File: config.mk
export PLATFORM = sky130hd
export DESIGN_NAME = gcez_div
export DESIGN_NICKNAME = d
export VERILOG_FILES = /design/src/rtl/core/gcez_pkg.sv /design/src/rtl/core/gcez_div.sv
export SDC_FILE = /design/constraint.sdc
export NUM_CORES = 1
export LEC_CHECK = 0
export BUFFER_PORTS_ARGS = -buffer_cell sky130_fd_sc_hd__buf_4
export CAP_MARGIN = 20
export CORE_MARGIN = 8
export CORE_UTILIZATION = 57
export CTS_CLUSTER_SIZE = 20
export DETAILED_ROUTE_END_ITERATION = 10
export PLACE_DENSITY = 0.9
export SLEW_MARGIN = 25
export SYNTH_ARGS = -nofsm -noshare
export SYNTH_HDL_FRONTEND = slang
export SYNTH_SLANG_ARGS = --single-unit
File: constraint.sdc
create_clock -name clk -period 3.6 [get_ports clk]
set_clock_uncertainty 0.15 [all_clocks]
set_input_delay 0.72 -clock clk [delete_from_list [all_inputs] [get_ports clk]]
set_output_delay 0.72 -clock clk [all_outputs]
set_load 0.01 [all_outputs]
File: src/rtl/core/gcez_pkg.sv
package gcez_pkg;

  localparam int COORD_BITS      = 32;
  localparam int DIFF_BITS       = COORD_BITS + 1;
  localparam int EDGE_BITS       = 31;
  localparam int IDX_BITS        = 12;
  localparam int IN_DATA_BITS    = 112;
  localparam int OUT_DATA_BITS   = 8;
  localparam int DEF_MAX_POINTS  = 4096;
  localparam int DEF_GRID_SIDE   = 32;
  localparam logic [EDGE_BITS-1:0] EDGE_RESET = 31'd1000;

  typedef enum logic [1:0] {PH_EMPTY, PH_LOADING, PH_DONE} phase_t;

  typedef enum logic [1:0] {
    ST_OK     = 2'd0,
    ST_GRID   = 2'd1,
    ST_POINTS = 2'd2,
    ST_INDEX  = 2'd3
  } status_t;

  typedef enum logic {ACT_LOAD, ACT_QUERY} action_t;
  typedef enum logic {REG_EDGE, REG_MODE} reg_idx_t;
  typedef enum logic {MODE_MAX, MODE_MIN} keep_mode_t;

  typedef enum logic [4:0] {
    S_IDLE, S_GX_GO, S_GX_WT, S_GY_GO, S_GY_WT, S_CLR,
    S_PRD, S_PX_GO, S_PX_WT, S_PY_GO, S_PY_WT, S_CRD, S_CWR,
    S_Q1, S_Q2, S_Q3
  } seq_t;

  typedef struct packed {
    logic                 done;
    logic [DIFF_BITS-1:0] quot;
  } div_rsp_t;

endpackage

File: src/rtl/core/gcez_div.sv
module gcez_div (
  input  logic                          clk,
  input  logic                          rst_n,
  input  logic                          start,
  input  logic [gcez_pkg::DIFF_BITS-1:0] dividend,
  input  logic [gcez_pkg::EDGE_BITS-1:0] divisor,
  output gcez_pkg::div_rsp_t            rsp
);
  import gcez_pkg::*;

  localparam int CNT_W = $clog2(DIFF_BITS + 1);

  logic                 busy_r;
  logic                 done_r;
  logic [CNT_W-1:0]     cnt_r;
  logic [DIFF_BITS-1:0] q_r;
  logic [EDGE_BITS-1:0] rem_r;
  logic [EDGE_BITS-1:0] dvs_r;
  logic [EDGE_BITS:0]   rem_sh;
  logic [EDGE_BITS:0]   rem_sub;
  logic                 ge;

  assign rem_sh  = {rem_r, q_r[DIFF_BITS-1]};
  assign ge      = rem_sh >= {1'b0, dvs_r};
  assign rem_sub = rem_sh - {1'b0, dvs_r};

  always_ff @(posedge clk) begin
    if (!rst_n) begin
      busy_r <= 1'b0;
      done_r <= 1'b0;
      cnt_r  <= '0;
    end else begin
      done_r <= 1'b0;
      if (start) begin
        busy_r <= 1'b1;
        cnt_r  <= CNT_W'(DIFF_BITS);
        q_r    <= dividend;
        rem_r  <= '0;
        dvs_r  <= divisor;
      end else if (busy_r) begin
        q_r   <= {q_r[DIFF_BITS-2:0], ge};
        rem_r <= ge ? rem_sub[EDGE_BITS-1:0] : rem_sh[EDGE_BITS-1:0];
        cnt_r <= cnt_r - CNT_W'(1);
        if (cnt_r == CNT_W'(1)) begin
          busy_r <= 1'b0;
          done_r <= 1'b1;
        end
      end
    end
  end

  assign rsp.done = done_r;
  assign rsp.quot = q_r;

endmodule

==> reports/results.tsv <==
metric	value	unit
status	finished, final reports clean	
GPL Wtd Cong	0.946	
setup violators final	0	
Avg Inst Size Synth	10.8	µm²
hold crit path type	in -> reg	
worst-path fanout max	32	
Detailed Route WL	13.9	mm
H-tree levels	3	
post-CTS setup buffer count	0	
power density over the cells	472	mW/mm²
element type at the critical path start	register	
Met3 Routed Length	1.38	mm
worst hold start	divisor[14]	
Total GRT Usage	0.201	
Inserted Clock Buffers	9	
initial drt markers	339	
Relative slew margins	0.508	
RSZ-0062 raised after global routing	no	
WP data required	3.71	ns
GRT overflow	0	
first-pass GRT wire length	23.0	mm
final instance area	0.00697	mm²
# hold bufs at CTS	0	
Reg clk slew, reported paths	0.12	ns
fin crit share	0.855	
WL met1	5.54	mm
YS warnings	0	
dpl cell area	0.00676	mm²
CTS Buffer Depth	2	
worst path arrival time	3.19	ns
setup total negative slack	0	ns
fin crit period	3.08	ns
boundary pin count	101	
Initial Util	0.579	
Layout Nets	742	
number of synthesized register bits	103	
antenna violations before repair	0	
wire length per cell	17.8	µm
sequential area share after synthesis	0.511	
diodes inserted	0	
vias in the first global route	4827	
Crit. End Element	register	
Slew Viols, Final	0	
via density per instance	5.90	
post-synth cell types	63	
worst skew pair latency	0.39	ns
area grow syn2layout	18.3	%
measured slew at the worst slew-check pin	0.737	ns
critical path class	reg -> reg	
Post-synth top flop	edfxtp_1	
non-filler cells, final	782	
Core ar.	0.0102	mm²
metal2 WL	6.66	mm
Post-Synthesis Cells	544	
leakage power	0.00294	µW
Root Buffer	clkbuf_8	
DR top layer	met4	
maximum vdd drop	0.403	mV
die height	118	µm
num rows	37	
drt first pass iters	5	
drc violations	0	
HPWL Detailed	10.0	mm
die area	0.0138	mm²
Fmax	325	MHz
largest net degree at the start of global routing	63	
Fill cells	747	
MaxCap Viol Count	0	
via count	4611	
post-layout util	0.685	
clk sinks	103	
Cell Area, Synth	0.00589	mm²
share of post-route cells with drive strength above 1	0.268	
count of input and output buffers	100	
die width	118	µm
syn nets	645	
Critical R2R Launch	q_r[32]	
Post-synth EDFFs	95	
Critical path origin	q_r[32]	
Inst Count DP	766	
Fin. Hold Viols	0	
CTS tree	yes	
total power	3290	µW
Post-CTS Resized	0	
antenna viol nets, final	0	
ys async rst share	0	
## metrics by stage
| step | hold slack, ns | worst slack, ns |
|---|---|---|
| 6_report | 0.341 | 0.521 |
| 3_3_place_gp | 0.337 | 0.646 |
| 5_1_grt | 0.329 | 0.276 |
| 3_5_place_dp | 0.350 | 0.583 |
| 2_1_floorplan | 0.319 | 0.574 |
| 4_1_cts | 0.329 | 0.538 |
## worst max-delay path, stage by stage (launching register included)
cell and delay [ns]:
edfxtp_1 0.38, inv_1 0.05, ha_1 0.23, fa_1 0.39
nand2b_1 0.20, a21oi_1 0.26, o211ai_2 0.14, nand3_2 0.10
a211oi_2 0.07, or2_4 0.37, or4_1 0.51, nand3_1 0.09
## cell usage in the layout (no fill, tap or decap), drive strengths merged, types with 2 or more instances in the layout
master	synthesis	final
o21ai	18	18
a21boi	7	7
mux2	34	34
clkbuf	14	9
a31oi	4	4
nor2	29	29
xor2	9	9
o211ai	5	5
xnor2	14	14
nor3	3	3
nand2	69	69
nand2b	7	7
buf	7	107
a211oi	7	7
and2	4	4
a21o	18	18
ha	33	33
nand4	8	8
nor3b	2	2
or3	3	3
nor2b	4	4
a21oi	54	54
inv	38	42
clkinv	0	2
o21a	5	5
and3	3	3
edfxtp	95	95
dfxtp	8	8
nand3	20	20
## metal layers
| layer | GRT usage | vias up |
|---|---|---|
| met2 | 0.337 | 227 |
| met5 | 0 | - |
| met1 | 0.225 | 2171 |
| li1 | - | 2180 |
| met4 | 0.0809 | 0 |
| met3 | 0.0801 | 33 |
## sequential cells by signal, summed over array words and instances (netlist names)
name / cells
busy_r: 1
done_r: 1
cnt_r: 6
q_r: 33
rem_r: 31
dvs_r: 31
## where the power goes
| group | internal, µW | leakage (µW) | switching [µW] |
|---|---|---|---|
| registers | 1450 | 0.000973 | 56.9 |
| clock network | 337 | 0.000108 | 451 |
| logic | 431 | 0.00186 | 570 |
| total | 2210 | 0.00294 | 1080 |
## Yosys cell counts, types with 4 or more instances
cell      number  area, µm²
nand3_1       19       95.1
o21a_1         5       37.5
a211oi_1       6       45.0
edfxtp_1      95       2850
xor2_1         9       78.8
dfxtp_1        8        160
xnor2_1       14        123
nand2_1       69        259
a21boi_0       6       45.0
inv_1         38        143
a21o_1        18        135
nor2b_1        4       25.0
ha_1          33        413
nor2_1        28        105
mux2_2        34        383
nand4_1        8       50.1
nand2b_1       7       43.8
o21ai_0       15       75.1
a21oi_1       52        260
clkbuf_1      13       48.8
buf_2          4       20.0
## path summary, 6_finish.rpt
kind	endpoint	slack, ns	depth (start not counted)
max	rem_r[27]	0.52	11
min	dvs_r[14]	0.34	1
max reg2reg	rem_r[27]	0.52	11
min reg2reg	cnt_r[1]	0.36	2
## kinds of logic (layout without fill, tap and decap cells)
kind of cell    Yosys count  in the layout  share of synthesized area
simple gates            160            160                      0.128
compound gates          130            130                      0.144
flops                   103            103                      0.511
buf+inv                  59            161                     0.0418
mux                      35             35                     0.0667
fa+ha+maj                34             34                     0.0735
xor+xnor                 23             23                     0.0342
## area by class of cell
cell class	count	area, µm²	share of cell area
Inverter	38	143	0.0205
Sequential cell	103	3010	0.432
Clock inverter	7	86.3	0.0124
Multi-Input combinational cell	382	2630	0.378
Clock buffer	9	124	0.0178
Timing Repair Buffer	107	803	0.115
Tap cell	136	170	0.0244
Note: power is estimated with default switching activity, not from simulation.
