$ cat config.mk
export PLATFORM = sky130hd
export DESIGN_NAME = gcez_ram
export DESIGN_NICKNAME = d
export VERILOG_FILES = /design/src/rtl/core/gcez_ram.sv
export SDC_FILE = /design/constraint.sdc
export NUM_CORES = 1
export LEC_CHECK = 0
export ABC_AREA = 1
export BUFFER_PORTS_ARGS = -buffer_cell sky130_fd_sc_hd__buf_2
export CAP_MARGIN = 20
export CORE_UTILIZATION = 39
export DETAILED_ROUTE_END_ITERATION = 7
export GPL_ROUTABILITY_DRIVEN = 0
export GPL_TIMING_DRIVEN = 0
export PLACE_DENSITY = 0.54
export SETUP_SLACK_MARGIN = 0.02
export SYNTH_ARGS = -nofsm -noshare
export SYNTH_HDL_FRONTEND = slang
export SYNTH_SLANG_ARGS = --single-unit
$ cat constraint.sdc
create_clock -name clk -period 1.1 [get_ports clk]
set_input_delay 0.055 -clock clk [delete_from_list [all_inputs] [get_ports clk]]
set_output_delay 0.055 -clock clk [all_outputs]
set_load 0.005 [all_outputs]
$ cat src/rtl/core/gcez_ram.sv
module gcez_ram #(
  parameter int WIDTH = 8,
  parameter int DEPTH = 16
) (
  input  logic                     clk,
  input  logic                     we,
  input  logic [$clog2(DEPTH)-1:0] waddr,
  input  logic [WIDTH-1:0]         wdata,
  input  logic [$clog2(DEPTH)-1:0] raddr,
  output logic [WIDTH-1:0]         rdata
);

  logic [WIDTH-1:0] mem [DEPTH];

  always_ff @(posedge clk) begin
    if (we) begin
      mem[waddr] <= wdata;
    end
    rdata <= mem[raddr];
  end

endmodule

==> flow_summary.toml, run 1 <==
[grt]
overflow = 0
grt_max_degree = 17
grt_pass1_vias = 3671
grtUsageTotal_pct = 21.2
grt_pass1_wl_um = 22100
antenna_found_initial = 0

[power]
peakVddDrop_uv = 1040
power_density_nw_per_um2 = 1780
p_leak_nw = 2.88

[worst_setup_path]
worst-path-buf-inv = 1
regToRegEndpoint = "rdata[7]"
setup.worst_path.start_class = "input port"
crit_fanout = 8
path_depth = 3
r2r_cells = 6
critPathCaptureType = "flop"
crit_start = "waddr[3]"
slowest_delay_ns = 0.76
r2r_slack_ns = 0.05
critPathArrivalTime_ns = 1.21
cpLargestDelayFamily = "simple AND/OR/NAND/NOR gates"
crit_slowest_cell = "nor2_1"
rr_startpoint = "mem[15][7]"
endpoint = "mem[6][1]"
crit_chain = "buf_2 -> nand3b_1 -> nor2_1"
criticalPathCategory = "in2reg"
cp.required_ns = 1.15

[final_layout]
area_growth_syn_to_layout_pct = 16.1
fin_cells = 789
fill_cells = 1347
drive_gt1_share_pct = 13.6
final_nets = 610
utilization_pct = 46.2
diodes = 0

[timing]
maxSlewViolCount = 0
rsz0062_at_grt = "true"
timing.final.hold_violations = 0
fmax_mhz = 857
postLayoutSetupSlackWorst_ns = -0.0675
tightest_slew_ns = 0.917
final.min_clock_period_ns = 1.17
period_share_pct = 106
finalClockSkew_ns = 0.0126
slew_headroom_pct = 38.6
setup_viol = 16

[clock_tree]
cts_root_buffer = "clkbuf_16"
clk_path_buf_depth = 2
cts_tree = "built"
post_cts_resized = 3
cts_hold_buf = 0
clkSinkCount = 136
insertion_delay_ns = 0.43
htreeDepth = 4
cts-buffers-inserted = 17
post-cts-setup-buffers = 0
clk_pin_slew_worst_paths_ns = 0.06

[drt]
drtAntennaViolNets = 0
drt_iter0_markers = 462
drc = 0
vias = 3843
routedWlPerCell_um = 18.6
drt_pass1_iterations = 5
drt-total-wl_um = 14700
vias_per_cell = 4.87

[floorplanning]
die_x_um = 124
fp.dieH_um = 124
die_area_um2 = 15300
initial_utilization_pct = 39.8
ios = 26
rows = 44
core_area_um2 = 14500

[synthesis]
ys_seq_area_share_pct = 69.4
synthArstFlopShare_pct = 0
synth_cell_types = 12
syn_area_per_cell_um2 = 10.5
synth_common_cells = "nand2_1, edfxtp_1, inv_1"
ys_warn_count = 0
synth_top_area_share_pct = 66.7
syn_area_um2 = 5770
synth_enable_flop_cells = 128
synthTopCellsByArea = "edfxtp_1, nand2_1, nand3_1, inv_1, dfxtp_1"
synth_top_area_cell = "edfxtp_1"
syn_inst = 551
yosysMostFrequentCell = "nand2_1"
synth_flop_cell = "edfxtp_1"
ys_seq_elements = 136
syn_nets = 569

[min_path]
hp-class = "in2reg"

[status]
failed_checks = "negative setup slack"
status = "complete, but fails checks"

[placed_design]
dp.cells = 757
dp_hpwl_um = 9350
port_buffers = 22

[job]
drv_cap = 0
## routing by layer
layer	routed length [um]	up-vias	track usage, %
met5	0	-	0
met4	328	0	9.56
met3	914	21	4.44
met2	6860	135	32.6
met1	6570	1833	28.8
li1	-	1854	-
## registers in the layout, indices dropped and copies added, names as in the netlist
register	flops
mem	128
rdata	8
## where the power goes
part           switching [mW]  total (mW)  internal (mW)
Combinational           0.552       0.778          0.226
Sequential             0.0272        5.82           5.80
Clock                    2.04        5.31           3.27
Total                    2.62        11.9           9.29
## cell families after synthesis
group         after synthesis  share of synthesized area [%]
buf+inv                   126                           9.52
flops                     136                           69.4
simple gates              289                           21.0
## through the flow
stage	setup WS, ns	hold slack (ns)	setup TNS, ns	power, mW	area (um2)
floorplan	0.0942	0.154	0	6.34	5770
global placement	-0.458	0.431	-42.91	6.67	6110
detailed placement	-0.527	0.432	-46.11	6.69	6110
CTS	-0.0317	0.0415	-0.417	12.0	6660
global route	-0.130	0.0546	-1.96	12.3	6690
finish	-0.0675	0.0444	-0.972	11.9	6690
## area by class of cell
class	count	area (um2)	area share, %
Timing Repair Buffer	22	110	1.65
Tap cell	184	230	3.44
Multi-Input combinational cell	289	1250	18.7
Inverter	102	383	5.72
Clock inverter	12	109	1.63
Sequential cell	136	4000	59.8
Buffer	24	166	2.49
Clock buffer	20	437	6.52
## layout by cell type, fill, tap and decap left out
master / instances
nand2_1: 173
edfxtp_1: 128
inv_1: 100
nand3_1: 92
buf_2: 35
clkbuf_16: 17
nor2_1: 11
dfxtp_1: 8
buf_6: 6
nor2_2: 6
nand3_2: 5
clkinv_1: 5
buf_4: 4
clkinv_2: 3
clkbuf_1: 3
inv_2: 2
nand3b_1: 2
clkinvlp_4: 2
bufinv_16: 2
buf_1: 1
## how the worst min path moves through the flow
stage          cells after the start  slack, ns     start        end
6_report                           1       0.04  wdata[2]  mem[6][2]
5_1_grt                            1       0.05  wdata[2]  mem[2][2]
4_1_cts                            1       0.04  wdata[2]  mem[7][2]
3_5_place_dp                       1       0.43  rdata[7]   rdata[7]
3_3_place_gp                       1       0.43  rdata[5]   rdata[5]
2_1_floorplan                      0       0.15  wdata[0]  mem[0][0]
(Power assumes the default switching activity.)
==> run 2, diff against run 1 <==
--- a/config.mk
+++ b/config.mk
@@ -5,7 +5,6 @@
 export SDC_FILE = /design/constraint.sdc
 export NUM_CORES = 1
 export LEC_CHECK = 0
-export ABC_AREA = 1
 export BUFFER_PORTS_ARGS = -buffer_cell sky130_fd_sc_hd__buf_2
 export CAP_MARGIN = 20
 export CORE_UTILIZATION = 39
==> run 2 against run 1 <==
Effect of this change: the run still ends with negative setup slack left; wire length shrank 32%; setup slack lost 0.11 ns; die area shrank 11%; sequential cell count is the same; largest power group unchanged.
==> flow_summary.toml, run 2 <==
[final_layout]
reg_top3 = "mem: 128 flops, rdata: 8 flops"
seq_area_um2 = 4000
diodes = 0
final_nets = 290
regMostFlops = "mem"
drive_gt1_share_pct = 43.3
layout_commonest_cell = "edfxtp_1"
multi_input_area_um2 = 1150
area_growth_syn_to_layout_pct = 19.9
fill_cells = 1079
largest_reg_flops = 128
fin_area_um2 = 6170
final_cell_mix = "edfxtp_1, mux4_2, buf_2"

[grt]
grt_pass1_vias = 2393
overflow = 0
grtUsageTotal_pct = 16.6
grt_pass1_wl_um = 14800
antenna_found_initial = 0
grt_max_degree = 17

[synthesis]
synth_top_area_cell = "edfxtp_1"
yosysMostFrequentCell = "edfxtp_1"
synth_common_cells = "edfxtp_1, mux4_2, a22oi_1"
syn_nets = 247
synth-simple-area-share_pct = 3.18
synth_top_family_by_area = "multiplexers"
syn_inst = 229
synth_enable_flop_cells = 128
syn_area_um2 = 5150
ys_seq_area_share_pct = 77.8
synthMuxAreaShare_pct = 15.0
synth_compound_area_share_pct = 2.33
synth_flop_cell = "edfxtp_1"
synthXorXnorAreaFrac_pct = 0
synthTopCellsByArea = "edfxtp_1, mux4_2, mux4_1, dfxtp_1, a22oi_1"
syn_area_per_cell_um2 = 22.5
synth_top_area_share_pct = 74.7
synth_cell_types = 19
ys_seq_elements = 136
synthArstFlopShare_pct = 0
synth_fa_ha_area_share_pct = 0
ys_warn_count = 0

[timing]
tightest_slew_ns = 0.878
setup_viol = 8
rsz0062_at_grt = "true"
fin_tns_setup_ns = -1.23
fmax_mhz = 781
final.min_clock_period_ns = 1.28
timing.final.hold_violations = 0
period_share_pct = 116
postLayoutSetupSlackWorst_ns = -0.181
slew_headroom_pct = 41.2
finalClockSkew_ns = 0.00673
maxSlewViolCount = 0

[power]
power_density_nw_per_um2 = 1920
peakVddDrop_uv = 1070
p_leak_nw = 2.00
fin_total_pwr_mw = 11.8

[drt]
drt_pass1_iterations = 4
drtAntennaViolNets = 0
vias = 2321
vias_per_cell = 5.09
drt_iter0_markers = 151
drc = 0
drt-total-wl_um = 10000
routedWlPerCell_um = 21.9

[floorplanning]
die_x_um = 117
fp.dieH_um = 117
die_area_um2 = 13700
rows = 41
initial_utilization_pct = 40.5
core_area_um2 = 12700
ios = 26

[placed_design]
port_buffers = 24
pre_cts_ws_ns = -0.464
dp_hpwl_um = 6390
placed_area_um2 = 5520

[worst_setup_path]
r2r_slack_ns = -0.18
r2r_cells = 3
cpLargestDelayFamily = "multiplexers"
crit_slowest_cell = "mux4_2"
slowest_delay_ns = 0.51
rr_startpoint = "mem[7][4]"
crit_start = "mem[7][4]"
crit_chain = "mux4_2 -> a22oi_2 -> nand2_1"
cp.required_ns = 1.39
setup.worst_path.start_class = "flop"
criticalPathCategory = "reg2reg"
regToRegEndpoint = "rdata[4]"
critPathArrivalTime_ns = 1.57
critPathCaptureType = "flop"
crit_fanout = 1
worst-path-buf-inv = 0

[min_path]
whs_path_depth = 1
hold_path_end = "mem[13][6]"
min_from = "wdata[6]"
hp-class = "in2reg"

[status]
status = "complete, but fails checks"
failed_checks = "negative setup slack"

[clock_tree]
htreeDepth = 4
clk_pin_slew_worst_paths_ns = 0.06
clk_path_buf_depth = 2
clkSinkCount = 136
cts_root_buffer = "clkbuf_16"
cts-buffers-inserted = 17
cts_tree = "built"
cts_hold_buf = 0
insertion_delay_ns = 0.41

[job]
drv_cap = 0
-- run 2: layer usage --
layer / track usage [%] / part of all wire [%] / vias up
li1: - / - / 1049
met1: 22.7 / 47 / 1207
met2: 25.3 / 48 / 51
met3: 4.58 / 3.4 / 14
met4: 7.00 / 1.7 / 0
met5: 0 / 0 / -
-- run 2: worst reg2reg max path: stages, from the launching register on --
cell      delay, ns
edfxtp_1       0.36
mux4_2         0.51
a22oi_2        0.18
nand2_1        0.10
-- run 2: area by class of cell --
class	instances	area share, %
Clock buffer	21	7.46
Clock inverter	10	1.68
Tap cell	172	3.49
Buffer	10	1.95
Multi-Input combinational cell	83	18.6
Timing Repair Buffer	24	1.95
Sequential cell	136	64.9
-- run 2: power by group --
group,internal [mW],leakage (nW),switching (mW)
registers,5.80,1.22,0.0256
logic,0.267,0.486,0.362
clock network,3.41,0.286,1.95
total,9.48,2.00,2.34
-- run 2: stage by stage --
stage | hold WS, ns | util [%] | std cells
CTS | 0.0467 | 48.3 | 456
global route | 0.0536 | 48.5 | 456
global placement | 0.431 | 43.4 | 425
detailed placement | 0.430 | 43.4 | 425
floorplan | 0.154 | - | 229
finish | 0.0507 | 48.5 | 456
-- run 2: kinds of logic after synthesis --
| group | after synthesis |
|---|---|
| flops | 136 |
| simple gates | 35 |
| mux | 32 |
| compound gates | 16 |
| buf+inv | 10 |
-- run 2: worst max path at each step --
stage	end	slack, ns	cells after the start
global placement	mem[9][3]	-0.45	3
detailed placement	mem[9][3]	-0.46	3
floorplan	mem[0][0]	-0.09	2
finish	rdata[4]	-0.18	3
CTS	rdata[7]	-0.21	3
global route	rdata[4]	-0.22	3
-- run 2: what timing repair did --
action,in CTS,in global routing
setup endpoints to repair,64,32
setup buffers,0,0
pin swaps,3,1
endpoints found under the hold margin,0,0
resized for setup,17,5
